**src/rtl/core/fbk_pkg.sv**
```systemverilog
// fbk_pkg: item types, command/status bundles and constants for the fir filter bank
// used by fbk_ctrl, fbk_datapath and fir_filter_bank_core (not by fbk_ram); depends on nothing

package fbk_pkg;

   // input item: a sample or a coefficient write
   typedef struct packed {
      logic               kind;
      logic signed [15:0] sample;
      logic               gap;
      logic               restart;
      logic [2:0]         coef_channel;
      logic [5:0]         coef_tap;
      logic signed [15:0] coef_value;
   } req_item_type;

   // result item: one filter output
   typedef struct packed {
      logic [2:0]         channel;
      logic signed [23:0] value;
      logic               gap_out;
      logic               discont;
      logic               last;
   } rsp_item_type;

   // controller to datapath
   typedef struct packed {
      logic clr_wr;
      logic coef_wr;
      logic sample_wr;
      logic issue;
      logic tap_first;
      logic tap_last;
      logic chan_next;
      logic load_out;
      logic out_last;
   } cmd_type;

   // datapath to controller
   typedef struct packed {
      logic clr_last;
      logic window_full;
      logic acc_ready;
      logic out_free;
   } sts_type;

   localparam logic KIND_COEF = 1'b1;

   localparam logic CSR_TAPS  = 1'b0;
   localparam logic CSR_CHANS = 1'b1;

   localparam logic [6:0] TAPS_RESET  = 7'd64;
   localparam logic [3:0] CHANS_RESET = 4'd8;

   localparam logic signed [23:0] VALUE_MAX = 24'sh7FFFFF;
   localparam logic signed [23:0] VALUE_MIN = 24'sh800000;

endpackage

```
**src/rtl/core/fbk_ctrl.sv**
```systemverilog
// fbk_ctrl: sequencer for the fir filter bank (clearing pass, item intake, tap and channel walk)
// depends on fbk_pkg; drives the datapath through cmd_type and reads sts_type

module fbk_ctrl
   import fbk_pkg::*;
#(
   parameter int TAPS = 64,
   parameter int CHANNELS = 8,
   localparam int LW = $clog2(TAPS + 1),
   localparam int NW = $clog2(CHANNELS + 1)
) (
   input  logic          clock,
   input  logic          reset,
   input  logic [LW-1:0] act_taps,
   input  logic [NW-1:0] act_chans,
   input  logic          req_valid,
   input  logic          req_kind,
   output logic          req_stall,
   input  sts_type       sts,
   output cmd_type       cmd
);

   localparam logic [1:0] S_CLR  = 2'd0;
   localparam logic [1:0] S_IDLE = 2'd1;
   localparam logic [1:0] S_MAC  = 2'd2;
   localparam logic [1:0] S_WAIT = 2'd3;

   logic [1:0]    state_ff, state_in;
   logic [LW-1:0] tap_ff, tap_in;
   logic [NW-1:0] chan_ff, chan_in;
   logic          tap_end;
   logic          chan_end;

   assign tap_end  = (tap_ff == LW'(act_taps - 1'b1));
   assign chan_end = (chan_ff == NW'(act_chans - 1'b1));

   always_comb begin
      state_in  = state_ff;
      tap_in    = tap_ff;
      chan_in   = chan_ff;
      cmd       = '0;
      req_stall = 1'b1;
      unique case (state_ff)
         S_CLR: begin
            cmd.clr_wr = 1'b1;
            if (sts.clr_last) begin
               state_in = S_IDLE;
            end
         end
         S_IDLE: begin
            req_stall = 1'b0;
            if (req_valid) begin
               if (req_kind == KIND_COEF) begin
                  cmd.coef_wr = 1'b1;
               end else begin
                  cmd.sample_wr = 1'b1;
                  if (sts.window_full) begin
                     state_in = S_MAC;
                     tap_in   = '0;
                     chan_in  = '0;
                  end
               end
            end
         end
         S_MAC: begin
            cmd.issue     = 1'b1;
            cmd.tap_first = (tap_ff == '0);
            cmd.tap_last  = tap_end;
            tap_in        = LW'(tap_ff + 1'b1);
            if (tap_end) begin
               state_in = S_WAIT;
            end
         end
         S_WAIT: begin
            // hand the finished sum to the output register, then move on
            if (sts.acc_ready && sts.out_free) begin
               cmd.load_out = 1'b1;
               cmd.out_last = chan_end;
               if (chan_end) begin
                  state_in = S_IDLE;
               end else begin
                  cmd.chan_next = 1'b1;
                  chan_in       = NW'(chan_ff + 1'b1);
                  tap_in        = '0;
                  state_in      = S_MAC;
               end
            end
         end
         default: begin
            state_in = S_IDLE;
         end
      endcase
   end

   always_ff @(posedge clock) begin
      if (reset) begin
         state_ff <= S_CLR;
         tap_ff   <= '0;
         chan_ff  <= '0;
      end else begin
         state_ff <= state_in;
         tap_ff   <= tap_in;
         chan_ff  <= chan_in;
      end
   end

   // a sum must not be reported ready while its taps are still being issued
   a_no_ready_in_mac: assert property (@(posedge clock) disable iff (reset)
      (state_ff == S_MAC) |-> !sts.acc_ready)
      else $error("accumulator ready during tap walk");

   // the clear counter reaches its end only inside the clearing pass
   a_clr_end_only_in_clr: assert property (@(posedge clock) disable iff (reset)
      sts.clr_last |-> (state_ff == S_CLR))
      else $error("clear end seen outside clearing pass");

endmodule

```
**config.mk**
```make
export PLATFORM = sky130hd
export DESIGN_NAME = fbk_ctrl
export DESIGN_NICKNAME = d
export VERILOG_FILES = /design/src/rtl/core/fbk_pkg.sv /design/src/rtl/core/fbk_ctrl.sv
export SDC_FILE = /design/constraint.sdc
export NUM_CORES = 1
export LEC_CHECK = 0
export BUFFER_PORTS_ARGS = -buffer_cell sky130_fd_sc_hd__buf_2
export CAP_MARGIN = 30
export CELL_PAD_IN_SITES_DETAIL_PLACEMENT = 1
export CELL_PAD_IN_SITES_GLOBAL_PLACEMENT = 2
export CORE_MARGIN = 3
export CORE_UTILIZATION = 31
export CTS_BUF_LIST = sky130_fd_sc_hd__clkbuf_16
export DETAILED_ROUTE_END_ITERATION = 10
export PLACE_DENSITY = 0.92
export SLEW_MARGIN = 30
export SYNTH_ARGS = -nofsm -noshare
export SYNTH_HDL_FRONTEND = slang
export SYNTH_SLANG_ARGS = --single-unit
```
**constraint.sdc**
```tcl
create_clock -name clock -period 4.2 [get_ports clock]
set_input_delay 0.21 -clock clock [delete_from_list [all_inputs] [get_ports clock]]
set_output_delay 0.21 -clock clock [all_outputs]
set_load 0.05 [all_outputs]
```
==> Word-level counts from Yosys, hierarchy flattened <==
Index checks and enable logic that the tools add are counted.
{ "word_totals": {"regBits": 13, "in_bits": 19, "output_inout_bits": 10, "wordCells": 57} }
{ "op_classes": {"n_addsub": 4, "eq_ne": 12, "muxes": 30, "n_reduce_logical": 8} }
{ "ops": {"columns": ["operator", "n"], "rows": [
  ["2-to-1 mux 7 bit", 5],
  ["one-hot mux 7 bit (3 select lines)", 1],
  ["2-to-1 mux 4 bit", 5],
  ["2-to-1 mux 2 bit", 9],
  ["AND reduction 6 bit", 3],
  ["inequality test 2 bit (second input constant)", 7],
  ["2-to-1 mux 3 bit", 3],
  ["one-hot mux 2 bit (4 select lines)", 1],
  ["one-hot mux 4 bit (2 select lines)", 1],
  ["adder 7 x 1 -> 7 bit (second input constant)", 1],
  ["== test 7 bit", 1],
  ["logical NOT 7 bit", 1],
  ["subtractor 7 x 1 -> 7 bit (second input constant)", 1],
  ["2-to-1 mux 1 bit", 5],
  ["adder 4 x 1 -> 4 bit (second input constant)", 1],
  ["== test 2 bit (second input constant)", 2],
  ["== test 4 bit", 1],
  ["subtractor 4 x 1 -> 4 bit (second input constant)", 1],
  ["nonzero test 3 bit", 1],
  ["== test 2 x 1 -> 1 bit (second input constant)", 1],
  ["logical NOT 2 bit", 1],
  ["nonzero test 2 bit", 1],
  ["logical AND 1 bit", 1]
]} }

==> Longest topological paths before layout <==
{ "depth": {"ltp_word": 5, "mapped_depth": 7, "ltp_nobuf": 7} }

==> Worst setup path after synthesis <==
Ideal clock, no wire load.
{ "synth_path": {"kind": "input -> output", "start": "input act_taps[0]", "end": "output cmd[3] (netlist name)", "arrival_ns": 2.206, "required_time_ns": 3.990, "slack_ns": 1.784, "stages": 7, "path_buffers": 0, "path_cell_list": "inv_1 > ha_1 > xnor3_1 > and4_1 > or4_1 > nand4_1 > nor3_1"} }
{ "synth_lines": {"columns": ["item", "line", "rtl"], "rows": [
  ["from (decl)", "fbk_ctrl.sv:14", "input logic [LW-1:0] act_taps,"],
  ["to (decl)", "fbk_ctrl.sv:20", "output cmd_type cmd"]
]} }

==> impl_metrics.env <==
export IMPL_setup_tns_ns=0
export IMPL_hpwl_microns=2470
export IMPL_whs_ns=0.315
export IMPL_dieHeight_microns=65.0
export IMPL_drc=0
export IMPL_maxSlewViolCount=0
export IMPL_worst_setup_path_start_kind="input port"
export IMPL_crit_family="simple AND/OR/NAND/NOR gates"
export IMPL_cp_slowest_cell="or4_1"
export IMPL_outcome="finished clean"
export IMPL_finalInstanceArea_sq_mm=0.00134
export IMPL_place_gp_congestion=1.00
export IMPL_final_util=0.421
export IMPL_placed_cell_area_sq_mm=0.00126
export IMPL_synth_most_common_cell="dfxtp_1"
export IMPL_ant_nets=0
export IMPL_placement_io_buffers=28
export IMPL_p_leak_uw=0.000596
export IMPL_drt_wl_total_microns=3060
export IMPL_drive_gt1_frac=0.218
export IMPL_die_w_microns=65.0
export IMPL_drtIter0Drc=44
export IMPL_track_usage=0.158
export IMPL_fp_coreArea_sq_mm=0.00318
export IMPL_worst_endpoint_required_ns=3.99
export IMPL_diodes=0
export IMPL_fin_worst_skew_ns=0.000761
export IMPL_syn_to_final_growth_pct=24.0
export IMPL_async_reset_ff_frac=0
export IMPL_period_minus_slack_ns=2.32
export IMPL_cts_resized=0
export IMPL_post_cts_buffers=0
export IMPL_grt_pass1_vias=1138
export IMPL_nFillCells=409
export IMPL_finalSetupViolations=0
export IMPL_synth_warnings=0
export IMPL_post_route_period_util=0.553
export IMPL_dieArea_sq_mm=0.00422
export IMPL_detail_route_wl_per_cell_microns=14.7
export IMPL_cts_tree="yes"
export IMPL_cp_common_cell="buf_2"
export IMPL_synth_seq_cells=13
export IMPL_antenna_found_initial=0
export IMPL_cts_buffers=3
export IMPL_start_util=0.339
export IMPL_rows=20
export IMPL_ys_seq_area_frac=0.241
export IMPL_rsz0062_at_grt="false"
export IMPL_fin_nets=190
export IMPL_clock_sinks=13
export IMPL_path_max_fanout=7
export IMPL_drv_cap=0
export IMPL_root_buffer="clkbuf_16"
export IMPL_critical_path_class="in2out"
export IMPL_max_freq_ghz=0.431
export IMPL_cp_end_kind="output pin"
export IMPL_cp_cell_sequence="buf_2, inv_1, ha_1, xnor3_1, and4_1, or4_1, nand4_1, nor3_1, buf_2"
export IMPL_hold_class="in2reg"
export IMPL_syn_nets=161
export IMPL_crit_buf_inv=3
export IMPL_synth_area_sq_mm=0.00108
export IMPL_syn_area_per_cell_sq_um=7.87
export IMPL_instances_no_fill=209
export IMPL_worstMarginPinSlew_ns=0.600
export IMPL_p_per_area_mw_per_mm2=283
export IMPL_yosysTopAreaCell="dfxtp_1"
export IMPL_grt_first_pass_wirelength_microns=5310
export IMPL_grt_max_degree=17
export IMPL_vias=1110
export IMPL_clock_latency_ns=0.24
export IMPL_synth_ff_type="dfxtp_1"
export IMPL_max_stage_delay_ns=0.39
export IMPL_cp_num_cells=9
export IMPL_ir_drop_mv=0.233
export IMPL_synth_top_area_frac=0.241
export IMPL_arrival_ns=2.11
export IMPL_netlist_cell_type_count=41
export IMPL_synth_edf_count=0
export IMPL_htreeDepth=1
export IMPL_cts_hold_buffers=0
export IMPL_via_per_inst=5.31
export IMPL_ys_top_cells_by_area="dfxtp_1 24%, xnor2_1 7.3%, ha_1 5.8%"
export IMPL_overflow=0
export IMPL_synthCells=137
export IMPL_io_pins=29
export IMPL_drt_pass1_iter_count=4
export IMPL_cts_buffer_depth=2
export IMPL_clkTransAtPathRegs_ns=0.04
export IMPL_hold_depth=2
export IMPL_max_slew_margin=0.600
export IMPL_synthTopCellsByCount="13 x dfxtp_1, 12 x inv_1, 12 x nor2_1"
export IMPL_place_inst=205
export IMPL_final_hold_viol_count=0
export IMPL_r2r_cells=5
## flip-flops by register name, indices dropped and copies added (netlist names)
signal,flops
tap_ff,7
chan_ff,4
state_ff,2
## final cells by class
type / instances / area [sq um] / area share
inverters: 12 / 45.0 / 0.0337
well taps: 44 / 55.1 / 0.0412
clock buffers: 3 / 75.1 / 0.0561
flip-flops and latches: 13 / 260 / 0.195
clock inverters: 1 / 3.75 / 0.00281
repair buffers: 28 / 140 / 0.105
multi-input cells: 108 / 758 / 0.567
## layout by cell type, fill, tap and decap left out, types with 6 or more instances in the layout
cell	instances
nor2_1	12
a21oi_1	10
nand2_1	6
dfxtp_1	13
nor3_1	9
xnor2_1	9
inv_1	13
buf_2	28
nand4_1	6
## metal layers
| layer | vias up | routed length [microns] | track usage |
|---|---|---|---|
| met5 | - | 0 | 0 |
| met1 | 543 | 1460 | 0.212 |
| met3 | 2 | 65 | 0.0364 |
| met2 | 7 | 1530 | 0.266 |
| met4 | 0 | 9 | 0.0158 |
| li1 | 558 | - | - |
## metrics by stage
step                setup slack [ns]  power, uW
floorplan                       1.78        181
global placement                1.95        203
detailed placement              1.85        207
CTS                             1.85        383
global route                    1.73        399
finish                          1.88        378
## path summary, 6_finish.rpt
kind / end / from / slack, ns
setup reg to reg: tap_ff[6]$_SDFFE_PP0P_ / chan_ff[2]$_SDFFE_PP0P_ / 2.34
setup / recovery: cmd[3] / act_taps[0] / 1.88
hold / removal: tap_ff[0]$_SDFFE_PP0P_ / reset / 0.32
hold reg to reg: chan_ff[3]$_SDFFE_PP0P_ / chan_ff[3]$_SDFFE_PP0P_ / 0.49
## power breakdown
part           total [uW]  internal, uW  switching, uW
registers             131           126           5.59
clock network         174           125           48.6
logic                73.4          27.9           45.5
total                 378           279           99.7
## kinds of logic (layout without fill, tap and decap cells)
| logic type | after synthesis | after routing | share of synthesized area |
|---|---|---|---|
| buffers and inverters | 16 | 44 | 0.0557 |
| adders and majority gates | 5 | 5 | 0.0580 |
| DFF | 13 | 13 | 0.241 |
| xor gates and xnor gates | 13 | 13 | 0.131 |
| muxes | 1 | 1 | 0.00928 |
| and+or+nand+nor | 58 | 58 | 0.305 |
| AOI/OAI and AO/OA | 31 | 31 | 0.200 |
Note: power is estimated with default switching activity, not from simulation.
